**src/rtl/frs_div.sv**
```systemverilog
`default_nettype none
// ----------------------------------------------------------------------------
// frs_div
// Pipelined restoring divider, one quotient bit per stage.
// ----------------------------------------------------------------------------
module frs_div #(
    parameter int NW = 32,
    parameter int DW = 16,
    parameter int QW = 16
) (
    input  logic          i_clk,
    input  logic          i_en,
    input  logic [NW-1:0] i_num,
    input  logic [DW-1:0] i_den,
    output logic [QW-1:0] o_quo
);

    localparam int W = (NW > DW + QW) ? NW : DW + QW;

    logic [W-1:0]  r_rem [QW];
    logic [DW-1:0] r_den [QW];
    logic [QW-1:0] r_quo [QW];

    for (genvar j = 0; j < QW; j++) begin : g_stage
        logic [W-1:0]  w_rem_in;
        logic [DW-1:0] w_den_in;
        logic [QW-1:0] w_quo_in;
        logic [W-1:0]  w_sh;
        logic          w_ge;

        if (j == 0) begin : g_first
            assign w_rem_in = W'(i_num);
            assign w_den_in = i_den;
            assign w_quo_in = '0;
        end else begin : g_next
            assign w_rem_in = r_rem[j-1];
            assign w_den_in = r_den[j-1];
            assign w_quo_in = r_quo[j-1];
        end

        assign w_sh = W'(w_den_in) << (QW - 1 - j);
        assign w_ge = (w_rem_in >= w_sh);

        always_ff @(posedge i_clk) begin
            if (i_en) begin
                r_rem[j] <= w_ge ? (w_rem_in - w_sh) : w_rem_in;
                r_den[j] <= w_den_in;
                r_quo[j] <= {w_quo_in[QW-2:0], w_ge};
            end
        end
    end

    assign o_quo = r_quo[QW-1];

endmodule

`default_nettype wire

```
**config.mk**
```make
export PLATFORM = sky130hd
export DESIGN_NAME = frs_div
export DESIGN_NICKNAME = d
export VERILOG_FILES = /design/src/rtl/frs_div.sv
export SDC_FILE = /design/constraint.sdc
export NUM_CORES = 1
export LEC_CHECK = 0
export ABC_CLOCK_PERIOD_IN_PS = 3310
export BUFFER_PORTS_ARGS = -buffer_cell sky130_fd_sc_hd__buf_2
export CAP_MARGIN = 20
export CORE_MARGIN = 3
export CORE_UTILIZATION = 55
export DETAILED_ROUTE_END_ITERATION = 6
export PLACE_DENSITY = 0.71
export SLEW_MARGIN = 20
export SYNTH_ARGS = -nofsm -noshare
export SYNTH_HDL_FRONTEND = slang
export SYNTH_SLANG_ARGS = --single-unit
```
**constraint.sdc**
```tcl
create_clock -name i_clk -period 3.31 [get_ports i_clk]
set_input_delay 0 -clock i_clk [delete_from_list [all_inputs] [get_ports i_clk]]
set_output_delay 0 -clock i_clk [all_outputs]
set_load 0.01 [all_outputs]
```
==> impl_metrics.tcl <==
set metrics [dict create \
    drv_cap 0 \
    async_flop_share 0 \
    cp_slowest_cell "or4_4" \
    grt_pass1_vias 28400 \
    power_density_nw_per_um2 782 \
    reg2reg_depth 9 \
    rrSetupSlack_ns 0.05 \
    viasPerCell 5.55 \
    yosysWarnings 0 \
    clock-sinks 856 \
    timing.fmax_mhz 307 \
    numCtsBuffers 89 \
    p_leak_nw 19.3 \
    core_um2 77800 \
    hold_violations 0 \
    postRouteAntennaNets 0 \
    synth_edf_count 856 \
    slew_headroom 0.537 \
    grt_pass1_wl_mm 128 \
    min_period_over_period 0.986 \
    hold_start "i_den[3]" \
    grt_usage 0.190 \
    drive_gt1_frac 0.108 \
    vias 27500 \
    worst_pin_slew_ns 0.695 \
    status "finished, final reports clean" \
    wl_met2_mm 44.3 \
    drt_iter0_markers 1283 \
    firstDrtPassIters 5 \
    synth.area.top_cells "edfxtp_1, ha_1, xnor2_1" \
    h-tree-depth 3 \
    syn_to_final_growth_pct 14.0 \
    skew_ns 0.0138 \
    die_w_um 287 \
    arrival_ns 3.65 \
    whs_endpoint "r_den[0][3]" \
    avgSynthCellArea_um2 12.2 \
    cts_buffer_depth 3 \
    rsz0062_at_grt "true" \
    path_cells "ha_2, or4_4, or3_4, nor4_4, nor4b_4, o41ai_2, o21a_4, buf_12, mux2_4" \
    wl_met1_mm 26.8 \
    drcViolationCount 0 \
    worst-setup-path-type "flop to flop" \
    num_antenna_cells 0 \
    holdPathStages 2 \
    dp_hpwl_mm 56.1 \
    cp_max_fo 8 \
    ys_ff_latch 856 \
    cp_slowest_stage_delay_ns 0.42 \
    ys_seq_area_frac 0.592 \
    final-setup-viol-count 0 \
    critPathCaptureType "flop" \
    final_nets 4156 \
    gp_congestion 0.896 \
    routed_wl_mm 78.1 \
    cts_tree "yes" \
    port_buffers 65 \
    cp-start-kind "flop" \
    final.min_clock_period_ns 3.26 \
    vdd_drop_max_mv 0.557 \
    io_pins 66 \
    clk_latency_ns 0.64 \
    min_path_type "primary input to flop" \
    finalSetupTns_ns 0 \
    fin_util 0.635 \
    root_buffer "clkbuf_16" \
    antenna_found_initial 0 \
    synth_area_leader_cell "edfxtp_1" \
    synth_area_um2 43400 \
    finalMaxSlewViolations 0 \
    gr-total-overflow 0 \
    worst_hold_slack_ns 0.0805 \
    top_layer "met4" \
    cp.required_ns 3.70 \
    synthFlopType "edfxtp_1" \
    die_y_um 287 \
    die_area_um2 82300 \
    route.met3.wl_mm 2.22 \
    stdcell_count 4946 \
    grt_max_degree 118 \
    routedWlPerCell_um 15.8 \
    rows 102 \
    syn_nets 3877 \
    cp_num_buf_inv 1 \
    r2r-end "r_rem[1][177]" \
    timing.rr.start "r_rem[1][145]" \
    clkTransAtPathRegs_ns 0.07 \
    initial_core_util 0.557 \
    syn-instance-count 3556 \
    place_inst 4707 \
    cp_top_family "simple AND/OR/NAND/NOR gates" \
    synth.distinct_cells 85 \
    yosysTopAreaCellShare 0.592 \
]
==> sequential cells by signal (all words and copies together) (netlist names) <==
name and count:
r_rem 480, r_den 240, r_quo 136
==> routing by layer <==
metal / global-route usage / vias to the layer above
met5: 0 / -
li1: - / 13700
met1: 0.173 / 13000
met4: 0.114 / 0
met3: 0.0274 / 270
met2: 0.386 / 498
==> layout make-up <==
cell class / count / area [um^2]
clock buffers: 107 / 2290
clock inverters: 55 / 424
fillers: 5831 / 28400
inverters: 324 / 1220
multi-input cells: 2315 / 16400
flip-flops and latches: 856 / 25700
well taps: 1040 / 1300
repair buffers: 249 / 2090
==> report_power, final <==
part | internal [mW] | switching, mW | total, mW
Combinational | 6.10 | 7.00 | 13.1
Sequential | 15.0 | 1.26 | 16.3
Clock | 5.20 | 4.09 | 9.30
Total | 26.3 | 12.4 | 38.7
==> worst max path at each step <==
stage	to	startpoint	cells past startpoint
floorplan	r_rem[0][47]	r_rem[0][25]	10
global placement	r_rem[0][190]	r_rem[0][138]	14
detailed placement	r_rem[0][190]	r_rem[0][138]	14
CTS	r_rem[0][158]	r_rem[0][108]	11
global route	r_rem[0][252]	r_den[6][0]	13
finish	r_rem[1][177]	r_rem[1][145]	9
==> per-stage QoR <==
stage | worst slack [ns] | total power [mW] | area (um^2)
2_1_floorplan | 0.294 | 25.8 | 43400
6_report | 0.0478 | 38.7 | 49400
3_3_place_gp | 0.0282 | 28.8 | 45700
4_1_cts | 0.00788 | 38.7 | 49100
3_5_place_dp | -0.115 | 29.2 | 45700
5_1_grt | -0.0534 | 41.1 | 49400
==> cell usage in the layout (no fill, tap or decap), types with 63 or more instances in the layout <==
cell / count
buf_2: 64
nor2_1: 218
xor2_1: 141
ha_1: 255
dlygate4sd3_1: 65
clkbuf_16: 91
buf_4: 100
inv_1: 323
nor3_1: 67
nand2b_1: 63
o21ai_0: 198
edfxtp_1: 856
xnor2_1: 161
nand2_1: 258
a21o_1: 114
a21oi_1: 217
==> logic make-up (layout without fill, tap and decap cells) <==
| group | Yosys count | count (layout) | share of synthesized area |
|---|---|---|---|
| AND/OR/NAND/NOR | 918 | 918 | 0.106 |
| flip-flops | 856 | 856 | 0.592 |
| AO/OA/AOI/OAI | 774 | 774 | 0.113 |
| buffers and inverters | 385 | 735 | 0.0343 |
| XOR/XNOR | 302 | 302 | 0.0610 |
| adder cells (fa/ha/maj) | 271 | 271 | 0.0807 |
| multiplexers | 50 | 50 | 0.0130 |
==> cells in the mapped netlist, types with 39 or more instances <==
cell type,instances
a21o_1,114
a21oi_1,220
clkbuf_1,43
edfxtp_1,856
ha_1,256
inv_1,323
mux2_2,45
nand2_1,258
nand2b_1,63
nand3_1,53
nand4_1,39
nor2_1,218
nor3_1,73
nor4_1,48
o21ai_0,203
xnor2_1,161
xor2_1,141
==> repair_timing <==
item,in CTS,in global routing
gates cloned,0,3
hold endpoints to repair,92,0
buffers inserted,0,9
setup endpoints to repair,8,93
pin swaps,0,9
resized for setup,3,44
hold buffers,65,0
==> worst reg2reg max path, delay by kind of cell (launching register included) <==
family                     cells  cell delay (ns)
buffers and inverters          1             0.16
and+or+nand+nor                4             1.49
AOI/OAI and AO/OA              2             0.47
adders and majority gates      1             0.20
DFF                            1             0.39
muxes                          1             0.29
No activity file was read; power rests on OpenSTA's default activity.
