[src/rtl/frs_sqrt.sv]
`default_nettype none
// ----------------------------------------------------------------------------
// frs_sqrt
// Pipelined floor square root, one root bit per stage.
// ----------------------------------------------------------------------------
module frs_sqrt #(
    parameter int RW = 31
) (
    input  logic            i_clk,
    input  logic            i_en,
    input  logic [2*RW-1:0] i_arg,
    output logic [RW-1:0]   o_root
);

    localparam int IW = 2 * RW;

    logic [IW-1:0] r_rem  [RW];
    logic [RW-1:0] r_root [RW];

    for (genvar j = 0; j < RW; j++) begin : g_stage
        localparam int B = RW - 1 - j;
        logic [IW-1:0] w_rem_in;
        logic [RW-1:0] w_root_in;
        logic [IW:0]   w_trial;
        logic [IW:0]   w_rem_x;
        logic          w_ge;

        if (j == 0) begin : g_first
            assign w_rem_in  = i_arg;
            assign w_root_in = '0;
        end else begin : g_next
            assign w_rem_in  = r_rem[j-1];
            assign w_root_in = r_root[j-1];
        end

        assign w_trial = ((IW+1)'(w_root_in) << (B + 1)) + ((IW+1)'(1) << (2 * B));
        assign w_rem_x = (IW+1)'(w_rem_in);
        assign w_ge    = (w_rem_x >= w_trial);

        always_ff @(posedge i_clk) begin
            if (i_en) begin
                r_rem[j]  <= w_ge ? IW'(w_rem_x - w_trial) : w_rem_in;
                r_root[j] <= w_root_in | (RW'(w_ge) << B);
            end
        end
    end

    assign o_root = r_root[RW-1];

endmodule

`default_nettype wire

[config.mk]
export PLATFORM = sky130hd
export DESIGN_NAME = frs_sqrt
export DESIGN_NICKNAME = d
export VERILOG_FILES = /design/src/rtl/frs_sqrt.sv
export SDC_FILE = /design/constraint.sdc
export NUM_CORES = 2
export LEC_CHECK = 0
export BUFFER_PORTS_ARGS = -buffer_cell sky130_fd_sc_hd__buf_2
export CORE_MARGIN = 3
export CORE_UTILIZATION = 38
export DETAILED_ROUTE_END_ITERATION = 12
export SYNTH_ARGS = -nofsm -noshare
export SYNTH_HDL_FRONTEND = slang
export SYNTH_SLANG_ARGS = --single-unit
[constraint.sdc]
create_clock -name i_clk -period 3.4 [get_ports i_clk]
set_clock_uncertainty 0.15 [all_clocks]
set_input_delay 0.34 -clock i_clk [delete_from_list [all_inputs] [get_ports i_clk]]
set_output_delay 0.34 -clock i_clk [all_outputs]
set_load 0.01 [all_outputs]
==> metrics.md <==
| Metric | Value |
|---|---|
| Status | finished with violations |
| Failing checks | setup timing |
| RSZ-0062 raised after global routing | true |
| Die Y | roughly 550 um |
| CP arrival | 4.15 ns |
| Post-synthesis compound-gate area fraction | about a tenth |
| Final period util | 110% |
| Final setup viols | 165 |
| Hold depth | 2 |
| Post-synth cell types | 95 |
| Initial Util | 38.2% |
| Reg-to-reg startpoint | r_rem[11][64] |
| PnR worst setup slack | -0.337 ns |
| GRT Util Overall | 19.5% |
| Crit path kind | flop to flop |
| Crit path max fanout | 4 |
| Crit. End Element | flop |
| Peak VDD IR | 0.380 mV |
| YS warnings | 0 |
| Vias in the first global route | around 83000 |
| Met2 Use GR | 36.8% |
| CP startpoint kind | flop |
| XOR/XNOR share of the synthesized area | 6.21% |
| Synthesized flop and latch total | approximately 2400 |
| Clk slew on worst S/H paths | 0.06 ns |
| Min-Delay Startpoint | i_arg[33] |
| CTS Buf Count | 267 |
| P per Cell Area | 627 nW/um2 |
| Simple-gate share of the synthesized area | 12.8% |
| Final hold viol count | 0 |
| Synth Area in Adders | 5.78% |
| Main combinational cell family by area after synthesis | simple AND/OR/NAND/NOR gates |
| Via count | approximately 81000 |
| GR met1 Demand/Resource | 21.8% |
| Iter 0 DRT Violations | 5622 |
| Post-route cell area | ~150000 um2 |
| Mapped Area | about 110000 um2 |
| Met3 global-route usage | 2.16% |
| Internal reg-to-reg setup slack | -0.34 ns |
| Total clock sinks | 2356 |
| Most Crowded Layer GR | met2 |
| Max-slew violations | 0 |
| Syn nets | 9729 |
| Max-Cap Viols | 0 |
| I/O pin total | 95 |
| Core area | 297000 um2 |
| CP Data Required Time | 3.81 ns |
| Initial antenna violation count | 8 |
| Top cell type's share of synthesized area | 62.2% |
| Worst r2r path cells | 13 |
| Worst-margin pin slew | 1.16 ns |
| Post-synthesis sequential area ratio | 62.2% |
| Layout area overhead | 31.0% |
| Dpl ws | -0.997 ns |
| FMAX | 268 MHz |
| Global route total overflow | 0 |
| DR WL/cell | between 20 and 25 um |
| Detailed placement HPWL | ~230000 um |
| Residual DRC | 0 |
| Fin nets | 11900 |
| Commonest non-fill, non-tap cell in the layout | edfxtp_1 |
| CTS Buffer Depth | 4 |
| Die W | 553 um |
| Placer Congestion | 0.915 |
| Leakage Power | 57.8 nW |
| Post-DRT Antenna Nets | 0 |
| Ranking of synthesized cells by area | edfxtp_1, ha_1, xnor2_1 |
| Minimum clock period | between 3 and 4 ns |
| Final WL | 312000 um |
| Fraction of layout cells with a size suffix above 1 | between 20% and 30% |
| CTS H-tree depth | 5 |
| Dpl cell area | 131000 um2 |
| Avg Vias per Cell | 5.26 |
| Most frequent cells in the layout | edfxtp_1, buf_4, inv_1 |
| Hold Crit Class | input pin to flop |
| First-pass GRT wire length | 473000 um |
| Syn Inst Count | approximately 9100 |
| Rel. slew slack | 22.1% |
| Worst-skew pair later-pin latency | 0.89 ns |
| Main flop type after synthesis | edfxtp_1 |
| Cell row count | 200 |
| Largest net degree at the start of global routing | 188 |
| Hold EP | r_rem[0][33] |
| Setup TNS | -15.87 ns |
| Port bufs | 94 |
| Mux share of post-synthesis cell area | 0.637% |
| Mean area per synthesized cell | approximately 12 um2 |
| FF-to-FF End | r_rem[12][55] |
| Leading area contributor after synthesis | edfxtp_1 |
| Post-synth EDFFs | between 2000 and 2500 |
| CTS tree | yes |
| Asr flop ratio synth | 0% |
| Die area | 306000 um2 |
| Initial DRT Pass Iterations | 6 |
| CTS root buffer | clkbuf_16 |
## where the power goes
group / leakage [nW] / switching [W] / total [W] / internal (W)
logic: 31.0 / 0.0132 / 0.0251 / 0.0119
registers: 22.6 / 0.00271 / 0.0395 / 0.0368
clock network: 4.20 / 0.0117 / 0.0287 / 0.0170
total: 57.8 / 0.0276 / 0.0933 / 0.0657
## cells in the mapped netlist, drive strengths merged, types with 43 or more instances
master  number
a211oi      67
a21o       174
a21oi      535
and2        43
and3        53
buf         47
clkbuf     145
edfxtp    2356
ha         525
inv        664
mux2        51
nand2      640
nand2b      97
nand3      162
nand4      161
nor2       573
nor2b       75
nor3       249
nor4       309
nor4b       59
o21a       101
o21ai      504
o31ai       54
or2         43
or3         93
or4         65
xnor2      430
xor2       376
## logic make-up (layout without fill, tap and decap cells)
group	count (synthesis)	after routing
buffers and inverters	856	3190
flip-flops	2356	2356
AO/OA/AOI/OAI	1752	1752
other	0	4
multiplexers	66	66
AND/OR/NAND/NOR	2779	2779
adder cells (fa/ha/maj)	525	525
XOR/XNOR	806	806
## worst max path at each step
stage	from	end	slack, ns	depth (start not counted)
2_1_floorplan	r_rem[12][18]	r_rem[12][109]	-0.08	13
3_3_place_gp	r_root[20][10]	r_rem[10][119]	-1.03	12
3_5_place_dp	r_root[20][10]	r_rem[10][119]	-1.0	12
4_1_cts	r_rem[11][64]	r_rem[12][55]	-0.35	13
5_1_grt	r_rem[11][64]	r_rem[12][55]	-0.52	13
6_report	r_rem[11][64]	r_rem[12][55]	-0.34	13
## sequential cells by signal (all words and copies together) (netlist names)
register / flops
r_rem: 1860
r_root: 496
## worst max-delay path, cell delays in order (launching register included)
cell and delay (ns):
edfxtp_1 0.40, nor4_2 0.31, buf_4 0.15, nand4_1 0.19, or4_4 0.58, nor3_4 0.26, nor4_2 0.09, a2111oi_2 0.37
buf_4 0.19, o21ai_2 0.05, buf_6 0.15, buf_8 0.14, nor4b_4 0.29, xor2_1 0.10
## layout make-up
type                            instances  area [um2]
Tap cell                             3939        4930
Sequential cell                      2356       70700
Clock inverter                        150        1670
Inverter                              664        2520
Timing Repair Buffer                 2060       17100
Fill cell                           25600      148000
Antenna cell                            4        10.0
Multi-Input combinational cell       5928       44900
Clock buffer                          316        7010
## through the flow
stage / std cells / hold slack, ns / util, % / total power (W)
after floorplan: 9140 / 0.267 / - / 0.0515
after global placement: 14600 / 0.274 / 44.1 / 0.0615
after detailed placement: 14600 / 0.281 / 44.1 / 0.0618
after CTS: 15300 / 0.00941 / 48.7 / 0.0923
after global routing: 15400 / 0.0523 / 50.1 / 0.0978
final: 15400 / 0.0775 / 50.1 / 0.0933
## layer usage
layer	routed length [um]	share of wire, %	vias up
met5	11	0.0035	-
met2	165000	53	2048
met1	117000	38	39600
li1	-	-	38600
met4	17300	5.5	2
met3	12400	4.0	798
## what timing repair did
item,4_1_cts,5_1_grt
pin swaps,222,284
buffers inserted,102,114
setup endpoints to repair,631,620
cloned,13,18
hold endpoints to repair,389,0
hold buffers,121,0
gates resized for setup,574,674
(Power assumes the default switching activity.)
